==> src/rtl/spf_pkg.sv <==
// ----------------------------------------------------------------------------
// spf_pkg
// Shared constants for the spectrum peak region finder: register indexes,
// register resets, result field widths and the result beat layout.
// ----------------------------------------------------------------------------
package spf_pkg;

  // configuration register indexes
  localparam int CFG_ADDR_W = 1;
  localparam logic [CFG_ADDR_W-1:0] CFG_THRESHOLD_FACTOR = 1'd0;
  localparam logic [CFG_ADDR_W-1:0] CFG_REGION_PERCENT   = 1'd1;

  // register widths and reset values
  localparam int FACT_W = 14;
  localparam int PCT_W  = 7;
  localparam int CFG_DATA_W = FACT_W;
  localparam logic [FACT_W-1:0] FACT_RESET = 14'd585;
  localparam logic [PCT_W-1:0]  PCT_RESET  = 7'd5;

  // percent scale used on the count side of both compares
  localparam int PCT_SCALE = 100;

  // result field widths
  localparam int CHAN_OUT_W  = 12;
  localparam int PCNT_OUT_W  = 24;
  localparam int AREA_OUT_W  = 36;
  localparam int WIDTH_OUT_W = 13;

  localparam int OUT_FIELDS_W = 3 * CHAN_OUT_W + PCNT_OUT_W + AREA_OUT_W + WIDTH_OUT_W;
  localparam int OUT_TDATA_W  = ((OUT_FIELDS_W + 7) / 8) * 8;
  localparam int OUT_PAD_W    = OUT_TDATA_W - OUT_FIELDS_W;

endpackage

==> src/rtl/spf_wmul.sv <==
// ----------------------------------------------------------------------------
// spf_wmul
// Wide by narrow multiplier: two half-width partial products are registered
// first, then their shifted sum is registered. Shared by the threshold and
// region compare setup.
// ----------------------------------------------------------------------------
module spf_wmul #(
  parameter int A_W = 37
) (
  input  logic                          clk_i,
  input  logic                          rst_ni,
  input  logic                          start_i,
  input  logic [A_W-1:0]                a_i,
  input  logic [spf_pkg::FACT_W-1:0]    b_i,
  output logic                          done_o,
  output logic [A_W+spf_pkg::FACT_W-1:0] prod_o
);

  localparam int B_W  = spf_pkg::FACT_W;
  localparam int LO_W = (A_W + 1) / 2;
  localparam int HI_W = A_W - LO_W;
  localparam int P_W  = A_W + B_W;

  logic [LO_W+B_W-1:0] p_lo_q;
  logic [HI_W+B_W-1:0] p_hi_q;
  logic [P_W-1:0]      prod_q;
  logic                part_v_q;
  logic                done_q;

  always_ff @(posedge clk_i or negedge rst_ni) begin
    if (!rst_ni) begin
      part_v_q <= 1'b0;
      done_q   <= 1'b0;
    end else begin
      part_v_q <= start_i;
      done_q   <= part_v_q;
    end
  end

  always_ff @(posedge clk_i) begin
    if (start_i) begin
      p_lo_q <= (LO_W+B_W)'(a_i[LO_W-1:0]) * (LO_W+B_W)'(b_i);
      p_hi_q <= (HI_W+B_W)'(a_i[A_W-1:LO_W]) * (HI_W+B_W)'(b_i);
    end
    if (part_v_q) begin
      prod_q <= (P_W'(p_hi_q) << LO_W) + P_W'(p_lo_q);
    end
  end

  assign done_o = done_q;
  assign prod_o = prod_q;

endmodule

==> config.mk <==
export PLATFORM = sky130hd
export DESIGN_NAME = spf_wmul
export DESIGN_NICKNAME = d
export VERILOG_FILES = /design/src/rtl/spf_pkg.sv /design/src/rtl/spf_wmul.sv
export SDC_FILE = /design/constraint.sdc
export NUM_CORES = 1
export LEC_CHECK = 0
export ABC_AREA = 1
export BUFFER_PORTS_ARGS = -buffer_cell sky130_fd_sc_hd__buf_2
export CAP_MARGIN = 20
export CORE_MARGIN = 2
export CORE_UTILIZATION = 50
export CTS_CLUSTER_DIAMETER = 150
export DETAILED_ROUTE_END_ITERATION = 8
export GPL_TIMING_DRIVEN = 0
export PLACE_DENSITY = 0.71
export SYNTH_ARGS = -nofsm -noshare
export SYNTH_HDL_FRONTEND = slang
export SYNTH_SLANG_ARGS = --single-unit
==> constraint.sdc <==
create_clock -name clk_i -period 1.7 [get_ports clk_i]
set_input_delay 0.17 -clock clk_i [delete_from_list [all_inputs] [get_ports clk_i]]
set_output_delay 0.17 -clock clk_i [all_outputs]
set_load 0.1 [all_outputs]
Yosys cells after proc, flatten, opt, wreduce, memory -nomap -nowiden:

Index checks and enable logic that the tools add are counted.

* $add $sub $neg: 1
* multiply operators: 2

Operators by type and width (count)
* $add A51 B33 Y51: 1
* $mul A19 B14 Y33: 1
* $mul A18 B14 Y32: 1

* flip-flop bits (word level): 118
* input port bits: 54
* output and inout port bits: 52
* word-level logic and storage cells: 8

Logic depth before layout (Yosys ltp):

* depth in word-level cells: 1
* mapped depth: 27
* depth with buffers taken out: 25

Worst setup path before layout:

OpenSTA, ideal clock, no wires.

* kind: input port to flip-flop
* start: input port b_i[5] (netlist bit)
* end: register p_lo_q[31] (data pin)
* setup time: 252 ps
* arrival: 4998 ps
* data required time: 1448 ps
* slack: -3550 ps
* cell stages on the path: 25
* path buffers: 2
* cells stage by stage: clkbuf_1 -> clkbuf_1 -> nand2_1 -> fa_1 -> inv_1 -> fa_1 -> inv_1 -> fa_1 -> inv_1 -> fa_1 -> fa_1 -> inv_1 -> fa_1 -> inv_1 -> ha_1 -> nand2_1 -> inv_1 -> nand2_1 -> inv_1 -> a21oi_1 -> nand2_1 -> nand2_1 -> nand2_1 -> nand2_1 -> nand2_1

* cells in the longest elaborated chain, start to end: 1

RTL lines
* start, declared: line spf_wmul.sv:14 `input logic [spf_pkg::FACT_W-1:0] b_i,`
* $mul A19 B14 Y33: line spf_wmul.sv:42 `p_lo_q <= (LO_W+B_W)'(a_i[LO_W-1:0]) * (LO_W+B_W)'(b_i);`
* end signal, assigned: line spf_wmul.sv:42
* end, declared: line spf_wmul.sv:24 `logic [LO_W+B_W-1:0] p_lo_q;`

No other way between the ends.
A chain may end at the register's enable or synchronous reset.

Worst setup path after layout:

* start: input port b_i[4] (netlist bit)
* end: register p_lo_q[24] (data pin)

Same word-level chain as after synthesis.

==> impl_metrics.toml <==
[outcome]
status = "complete, but fails checks"
violations = "negative setup slack"

[final_layout]
fill_cells = 3480
num-nets-final = 4101
final_core_util_pct = 69.8
area_growth_pct = 38.0
drive_gt1_share_pct = 32.8
multiInputGateArea_um2 = 19700
seq_area_um2 = 3530

[clock_tree]
clock_latency_ps = 430
cts_max_level = 4
clk_pin_slew_ps = 60
cts_tree = "built"
clk_path_buf_depth = 2
cts.sinks = 118
clock_tree.root_cell = "clkbuf_16"
numCtsBuffers = 17

[routing]
vias = 21100
routed_via_density = 5.17
wl_um = 76500
drcViolationCount = 0
wl_per_cell_um = 18.8
drt_iter0_drc = 1550
top_signal_layer_used = "met4"
route.met2.wl_um = 35200
drtPass1Iterations = 6
antenna_left = 0
wl_met3_um = 6150
met1Wirelength_um = 31000

[sta]
hold_ws_ps = 57.8
setup_viol = 83
period_minus_slack_ps = 4770
clock_skew_ps = 6.90
worstMarginPinSlew_ps = 696
relSlewSlack_pct = 53.6
rsz0062_at_grt = "yes"
setup_slack_ps = -3070
hold_viol_final = 0
max_freq_mhz = 210
finalCritPeriodShare_pct = 280
maxSlewViolCount = 0

[yosys]
synthTopCellsByCount = "nand2_1 (1066), inv_1 (887), fa_1 (391)"
synth.most_common_cell = "nand2_1"
synth-adder-area-share_pct = 44.2
synth-simple-area-share_pct = 21.9
synth_enable_flop_cells = 116
synthCells = 3115
synth_compound_area_share_pct = 1.36
synth_top_cell_by_area = "fa_1"
syn_area_per_cell_um2 = 7.56
netlist.area_leader.share_pct = 33.2
ys_seq_area_share_pct = 15.0
synth_seq_cells = 118
yosys-top-cells-area = "fa_1 (33%), nand2_1 (17%), edfxtp_1 (15%)"
synth_top_family_by_area = "adder cells"
syn_nets = 3767
async_reset_ff_share_pct = 1.69
syn_area_um2 = 23500
yosys.cell_types.count = 28
ys.flop_type = "edfxtp_1"
synth-xor-area-share_pct = 1.86
yosysWarnings = 0
muxShareOfSynthArea_pct = 0

[setup_path]
cp.required_ps = 1880
crit_top_cell = "fa_1"
crit_path_end_kind = "flip-flop"
reg2reg_to = "prod_o[49]"
critPathMaxStageDelay_ps = 540
ff2ff_setup_slack_ps = -300
crit_type = "input port to flip-flop"
start_kind = "input port"
timing.rr.start = "p_lo_q[19]"
reg2regPathDepth = 13
path_max_fanout = 6
worstPathArrival_ps = 4940
cp_slowest_cell = "fa_1"

[placement]
hpwl_um = 55000
place_congestion = 0.947
portBuffers = 91
post-place-ws_ps = -4080

[floorplanning]
dieArea_um2 = 48800
boundaryPins = 106
die_x_um = 221
fp.dieH_um = 221
core-area_um2 = 46600
rows = 79
start_util_pct = 50.6

[global_route]
grt_start_max_net_pins = 53
grt_pass1_wl_um = 114000
grt_pass1_vias = 21000
grt_antenna_before_repair = 1
grt_use_total_pct = 29.9
grt_overflow = 0

[hold_path]
worst_hold_path_type = "input port to async pin"

[run]
cap_violations = 0
layout by cell type, fill, tap and decap left out, drive strengths merged, types with 7 or more instances in the layout:
cell / Yosys / final
nor2: 110 / 110
nand3: 85 / 85
inv: 889 / 891
nor3: 20 / 20
o21ai: 7 / 7
fa: 391 / 391
nand4: 13 / 13
buf: 14 / 333
nand2: 1069 / 1069
ha: 207 / 207
a21oi: 45 / 45
clkbuf: 79 / 91
xor2: 45 / 45
edfxtp: 116 / 116
worst max-delay path, delay by kind of cell:
kind,cells,cell delay [ps]
and+or+nand+nor,9,730
buffers and inverters,9,770
adders and majority gates,7,3270
worst max path at each step:
stage	start	endpoint	slack, ps
after floorplan	b_i[4]	p_hi_q[31]	-3150
after global placement	a_i[28]	p_hi_q[26]	-4040
after detailed placement	a_i[28]	p_hi_q[26]	-4080
after CTS	b_i[2]	p_lo_q[32]	-2960
after global routing	b_i[6]	p_hi_q[31]	-3190
final	b_i[4]	p_lo_q[24]	-3070
layer usage:
layer | global-route usage (%) | vias to the layer above
li1 | - | 9632
met1 | 40.6 | 10200
met2 | 48.5 | 969
met3 | 4.32 | 226
met4 | 11.8 | 0
met5 | 0 | -
cell families after synthesis:
logic type,count (synthesis)
simple gates,1307
buf+inv,982
fa+ha+maj,598
flops,118
compound gates,60
xor+xnor,50
final cells by class:
class	instances	area share, %
buffer	92	5.68
multi-input combinational	2015	60.5
sequential	118	10.9
inverter	889	10.4
timing repair buffer	316	8.30
clock inverter	15	0.624
clock buffer	17	1.31
tap	607	2.34
antenna	1	0.00770
per-stage QoR:
| step | instance area (µm²) | setup TNS, ps | instances |
|---|---|---|---|
| final | 32500 | -162060 | 4070 |
| after global placement | 25900 | -214880 | 3813 |
| after detailed placement | 26000 | -216950 | 3814 |
| after CTS | 30000 | -156040 | 3962 |
| after floorplan | 24700 | -164120 | 3115 |
| after global routing | 32500 | -170370 | 4069 |
sequential cells by signal, indices dropped and copies added (netlist names):
register / cells
p_lo_q: 33
done_o: 1
part_v_q: 1
p_hi_q: 32
prod_o: 51
timing repair:
| action | in CTS | in global routing |
|---|---|---|
| cloned | 3 | 8 |
| endpoints found under the hold margin | 2 | 0 |
| buffers inserted | 112 | 103 |
| hold buffers | 1 | 0 |
| gates resized for setup | 578 | 447 |
| endpoints found under the setup margin | 86 | 84 |
| pin swaps | 172 | 246 |
Power is not shown: default switching activity piles up to over one toggle a cycle in this logic, so the estimate is an artifact.
